$ cat src/hdl/assert_macros.svh
// ----------------------------------------------------------------------------
// Assertion macros
// Shared concurrent assertion forms, clocked on clk and disabled in reset.
// ----------------------------------------------------------------------------
`ifndef ASSERT_MACROS_SVH
`define ASSERT_MACROS_SVH

// property must hold at every clock edge out of reset
`define ASSERT_ALWAYS(label, prop, msg) \
  label: assert property (@(posedge clk) disable iff (rst) (prop)) else $error(msg);

// consequent must hold in the cycle after the antecedent
`define ASSERT_NEXT(label, ante, cons, msg) \
  label: assert property (@(posedge clk) disable iff (rst) (ante) |=> (cons)) else $error(msg);

`endif

$ cat src/hdl/lfrs_pkg.sv
// ----------------------------------------------------------------------------
// lfrs_pkg
// Widths, register codes and the structs that pass between the room cells
// and the scheduler control.
// ----------------------------------------------------------------------------
package lfrs_pkg;

  localparam int MAX_ROOMS  = 16;
  localparam int ROOM_BITS  = 4;
  localparam int TIME_BITS  = 56;
  localparam int IN_BITS    = 32;
  localparam int COUNT_BITS = 24;
  localparam int CFG_BITS   = 5;
  localparam int ADDR_BITS  = 3;

  localparam logic [CFG_BITS-1:0] ROOMS_RESET = CFG_BITS'(MAX_ROOMS);

  // word-select bit of paddr (byte address 4*i)
  localparam logic REG_ROOMS_IN_USE = 1'b0;

  // search word travelling down the chain of room cells
  typedef struct packed {
    logic                 valid;
    logic                 found;      // a room free at start was seen
    logic [ROOM_BITS-1:0] first_idx;  // lowest such room
    logic [TIME_BITS-1:0] min_val;    // earliest free-at time so far
    logic [ROOM_BITS-1:0] min_idx;    // its room, lowest on ties
  } scan_t;

  // booking write-back broadcast to all cells
  typedef struct packed {
    logic                 en;
    logic [ROOM_BITS-1:0] idx;
    logic [TIME_BITS-1:0] free_at;
  } upd_t;

endpackage

$ cat src/hdl/lfrs_cell.sv
// ----------------------------------------------------------------------------
// lfrs_cell
// One room: holds its free-at time and use count, folds itself into the
// search word passing by and registers the word for the next cell.
// ----------------------------------------------------------------------------
module lfrs_cell (
  input  logic                                 clk,
  input  logic                                 rst,
  input  logic [lfrs_pkg::ROOM_BITS-1:0]       idx,
  input  logic                                 active,
  input  logic [lfrs_pkg::IN_BITS-1:0]         start,
  input  lfrs_pkg::upd_t                       upd,
  input  lfrs_pkg::scan_t                      tok_in,
  output lfrs_pkg::scan_t                      tok_out,
  output logic [lfrs_pkg::COUNT_BITS-1:0]      uses
);

  logic [lfrs_pkg::TIME_BITS-1:0] free_at;
  lfrs_pkg::scan_t                tok_next;

  // merge this room into the search word; inactive rooms pass it on
  always_comb begin
    tok_next = tok_in;
    if (active) begin
      if (!tok_in.found && (free_at <= lfrs_pkg::TIME_BITS'(start))) begin
        tok_next.found     = 1'b1;
        tok_next.first_idx = idx;
      end
      if (free_at < tok_in.min_val) begin
        tok_next.min_val = free_at;
        tok_next.min_idx = idx;
      end
    end
  end

  // search stage register and room state
  always_ff @(posedge clk) begin
    if (rst) begin
      tok_out.valid <= 1'b0;
      free_at       <= '0;
      uses          <= '0;
    end else begin
      tok_out <= tok_next;
      if (upd.en && (upd.idx == idx)) begin
        free_at <= upd.free_at;
        if (uses != '1) begin
          uses <= uses + 1'b1;
        end
      end
    end
  end

endmodule

$ cat config.mk
export PLATFORM = sky130hd
export DESIGN_NAME = lfrs_cell
export DESIGN_NICKNAME = d
export VERILOG_FILES = /design/src/hdl/assert_macros.svh /design/src/hdl/lfrs_pkg.sv /design/src/hdl/lfrs_cell.sv
export SDC_FILE = /design/constraint.sdc
export NUM_CORES = 1
export LEC_CHECK = 0
export BUFFER_PORTS_ARGS = -buffer_cell sky130_fd_sc_hd__buf_2
export CAP_MARGIN = 10
export CORE_MARGIN = 4
export CORE_UTILIZATION = 55
export CTS_BUF_LIST = sky130_fd_sc_hd__clkbuf_2
export DETAILED_ROUTE_END_ITERATION = 6
export PLACE_DENSITY = 0.94
export SKIP_LAST_GASP = 1
export SLEW_MARGIN = 15
export SYNTH_ARGS = -nofsm -noshare
export SYNTH_HDL_FRONTEND = slang
export SYNTH_SLANG_ARGS = --single-unit
$ cat constraint.sdc
create_clock -name clk -period 7.5 [get_ports clk]
set_input_delay 1.5 -clock clk [delete_from_list [all_inputs] [get_ports clk]]
set_output_delay 1.5 -clock clk [all_outputs]
set_load 0.03 [all_outputs]
# == After elaboration in Yosys (flattened, before gate mapping) ==
# Cells that the tools add are included.
# op_classes
bitwise_logic,0
n_addsub,1
shift,0
mul,0
n_eq_ne,2
muxes,3
order_cmp,2
div_mod_pow,0
reduce_logical,4
# ops
op,n
65-bit 2-to-1 mux,1
60-bit 2-to-1 mux,1
56-bit by 32-bit <= comparator with 1-bit output,1
56-bit < comparator,1
24-bit by 1-bit adder with 24-bit output (second input constant),1
24-bit inequality test (second input constant),1
5-bit 2-to-1 mux,1
4-bit == test,1
1-bit logical AND,2
2-bit AND reduction,1
1-bit logical NOT,1
# word_totals
regBits,146
rom_bits,0
n_memories,0
mem_bits_rw,0
output_inout_bits,90
latch_bits,0

# == Logic depth before layout (Yosys ltp) ==
# logic_depth
ltp_word,4
ltp_mapped,10
mapped_depth_nobuf,9

# == Worst setup path before layout ==
# No wires, ideal clock.
# synth_timing
path_type,input to register
startpoint,input port start[19] in the netlist's numbering
endpoint,"register tok_out[60] in the netlist's numbering, data pin"
slack_ps,3835
required_time_ps,7240
cell_stages,9
setup_time_ps,260
arrival_ps,3405
cell_sequence,inv_1 ha_1 nand4_1 nor4_2 nor3b_2 nand3_1 a21boi_1 nor4b_4 mux2_2
# synth_rtl
element,line,source
"start, declared",lfrs_cell.sv:11,"input logic [lfrs_pkg::IN_BITS-1:0] start,"
"end signal, assigned",lfrs_cell.sv:43,tok_out <= tok_next;
"end, declared",lfrs_cell.sv:14,"output lfrs_pkg::scan_t tok_out,"

==> reports/metrics.yaml <==
ys_seq_elements: 146
ys_top_cells_by_area: "edfxtp_1 24%, dfxtp_1 20%, ha_1 14%"
switching_share_pct: 28.5
grt.overflow.total: 0
synth.distinct_cells: 44
synth_top_area_cell: "edfxtp_1"
syn_avg_cell_area_sq_um: 9.57
globalplace.congestion: 0.901
first_pass_iters: 5
cts_resized: 0
post-route-period-util_pct: 50.4
drc: 0
antenna_found_initial: 1
final_nets: 1344
power_frac_seq_pct: 54.2
intPower_mw: 1.16
initial_utilization_pct: 57.0
synthFlopType: "dfxtp_1"
cp_slowest_cell: "buf_4"
wire_per_inst_um: 17.1
fmax_ghz: 0.264
timing.final.crit_period_ps: 3780
num_rows: 43
worstPathMaxFanout: 53
setup_viol: 0
outcome: "completed"
synth_edf_count: 65
rsz0062_at_grt: "false"
syn-cell-area_sq_mm: 0.00804
cpLargestDelayFamily: "buffers and inverters"
synthArstFlopShare_pct: 0
dr_total_vias: 7170
htreeDepth: 4
endpoint_kind: "flop"
cts_tree: "yes"
drt_iter0_drc: 464
cp.required_ps: 7950
ioPinCount: 256
p_leak_nw: 4.69
yosys.area.top_type_share_pct: 24.3
die_h_um: 129
cts_setup_buffers: 0
mostFrequentLayoutCells: "255 x buf_2, 140 x nand2_1, 93 x a21oi_1, 89 x inv_1, 88 x ha_1"
final-max-slew-violation-count: 0
final_common_cell: "buf_2"
crit_arrival_ps: 4240
setup_tns_ps: 0
portBuffers: 255
syn-num-nets: 1094
area_delta_synth_final_pct: 21.1
fillers: 1072
design_area_sq_mm: 0.00974
dieArea_sq_mm: 0.0166
grt_pass1_vias: 7207
cts_num_sinks: 146
comb_power_share_pct: 16.1
viasPerCell: 5.58
p_clk_share_pct: 29.7
grt_pass1_wl_um: 34300
synthCells: 840
clock_path_buffers: 2
tightest_slew_ps: 927
hold_path.class: "reg -> reg"
start_kind: "primary input"
place_area_sq_mm: 0.00948
switching_power_uw: 463
cellPowerDensity_mw_per_mm2: 167
worst-path-buf-inv: 3
cts_hold_buf: 0
ir_drop_uv: 102
postRouteAntennaNets: 0
die_width_um: 129
grt_use_total_pct: 26.2
path_cells: "buf_2 -> inv_1 -> ha_1 -> nand4_1 -> nor4_1 -> a22oi_1 -> o211ai_1 -> a21oi_1 -> o21ai_4 -> buf_4 -> mux2_2"
clock_latency_ps: 700
maxCapViolations: 0
detailed_place_hpwl_um: 16700
root_buffer: "clkbuf_2"
ys_warn_count: 0
worst_path_largest_cell_delay_ps: 680
core_area_sq_mm: 0.0141
yosysSeqAreaShare_pct: 44.4
criticalPathCategory: "in -> reg"
grt_max_degree: 83
finClkSkew_ps: 27.3
hold_viol: 0
cts_buffers: 17
drive_gt1_share_pct: 33.3
relSlewSlack_pct: 38.2
drt-total-wl_um: 22000
clk_pin_slew_worst_paths_ps: 210
## worst reg2reg max path, stage by stage, from the launching register on
cell and delay [ps]:
dfxtp_1 390, ha_1 320, nand4_1 170, nor4_1 410, a22oi_1 140, o211ai_1 150, a21oi_1 160, o21ai_4 150
buf_4 680, mux2_2 440
## power by group through the flow
stage	combinational, mW	clock, mW	sequential [mW]
after global placement	0.250	0	0.895
after CTS	0.262	0.492	0.880
after floorplan	0.107	0	0.944
final	0.261	0.481	0.880
after global routing	0.285	0.532	0.884
after detailed placement	0.260	0	0.897
## stage by stage
stage	hold slack, ps	total power [mW]	util, %	std cells	worst slack, ps
floorplan	460	1.05	-	840	3840
global placement	480	1.15	67.3	1251	3050
detailed placement	485	1.16	67.3	1251	3000
CTS	509	1.63	69.1	1283	3800
global route	532	1.70	69.1	1284	3640
finish	509	1.62	69.1	1284	3720
## path summary, 6_finish.rpt
| path | startpoint | depth (start not counted) | slack [ps] | endpoint |
|---|---|---|---|---|
| worst max-delay path | tok_in[42] | 11 | 3720 | tok_out[46]$_DFFE_PN_ |
| worst min-delay path | free_at[49]$_SDFFE_PP0P_ | 2 | 510 | free_at[49]$_SDFFE_PP0P_ |
| worst min register to register | free_at[49]$_SDFFE_PP0P_ | 2 | 510 | free_at[49]$_SDFFE_PP0P_ |
| worst max register to register | free_at[38]$_SDFFE_PP0P_ | 9 | 4250 | tok_out[46]$_DFFE_PN_ |
## flip-flops by register name (all words and copies together) (netlist names)
name and flops:
free_at 56, tok_out 66, uses 24
## per-layer routing
| layer | wire length [um] | part of all wire (%) | global-route usage [%] |
|---|---|---|---|
| met1 | 8480 | 39 | 30.7 |
| met2 | 11000 | 50 | 45.3 |
| met3 | 1690 | 7.7 | 6.06 |
| met4 | 817 | 3.7 | 12.8 |
| met5 | 0 | 0 | 0 |
## Yosys cell counts (2+ instances only)
| cell | number |
|---|---|
| a21o_1 | 7 |
| mux2_2 | 64 |
| nor2_1 | 38 |
| a21oi_1 | 93 |
| xor2_1 | 12 |
| nor4_1 | 10 |
| inv_1 | 90 |
| edfxtp_1 | 65 |
| nand4_1 | 14 |
| a22oi_1 | 2 |
| nand3_1 | 23 |
| xnor2_1 | 14 |
| o21ai_0 | 15 |
| a211oi_1 | 3 |
| and4_1 | 9 |
| o211ai_1 | 3 |
| ha_1 | 88 |
| buf_2 | 7 |
| nor2b_1 | 3 |
| clkbuf_1 | 23 |
| nand2_1 | 140 |
| and3_1 | 4 |
| and2_1 | 2 |
| dfxtp_1 | 81 |
| nor3_1 | 11 |
## cell type report
type	instances	area, sq um	area share [%]
multi-input combinational	574	4030	41.3
sequential	146	3570	36.7
timing repair buffer	261	1320	13.6
inverter	90	338	3.47
tap	180	225	2.31
clock inverter	13	158	1.62
clock buffer	19	95.1	0.976
antenna	1	2.50	0.0257
## kinds of logic after synthesis
| group | Yosys count | share of synthesized area, % |
|---|---|---|
| flip-flops | 146 | 44.4 |
| AND/OR/NAND/NOR | 261 | 15.0 |
| AO/OA/AOI/OAI | 135 | 9.35 |
| buffers and inverters | 120 | 5.71 |
| XOR/XNOR | 26 | 2.83 |
| multiplexers | 64 | 8.96 |
| adder cells (fa/ha/maj) | 88 | 13.7 |
No activity file was read; power rests on OpenSTA's default activity.
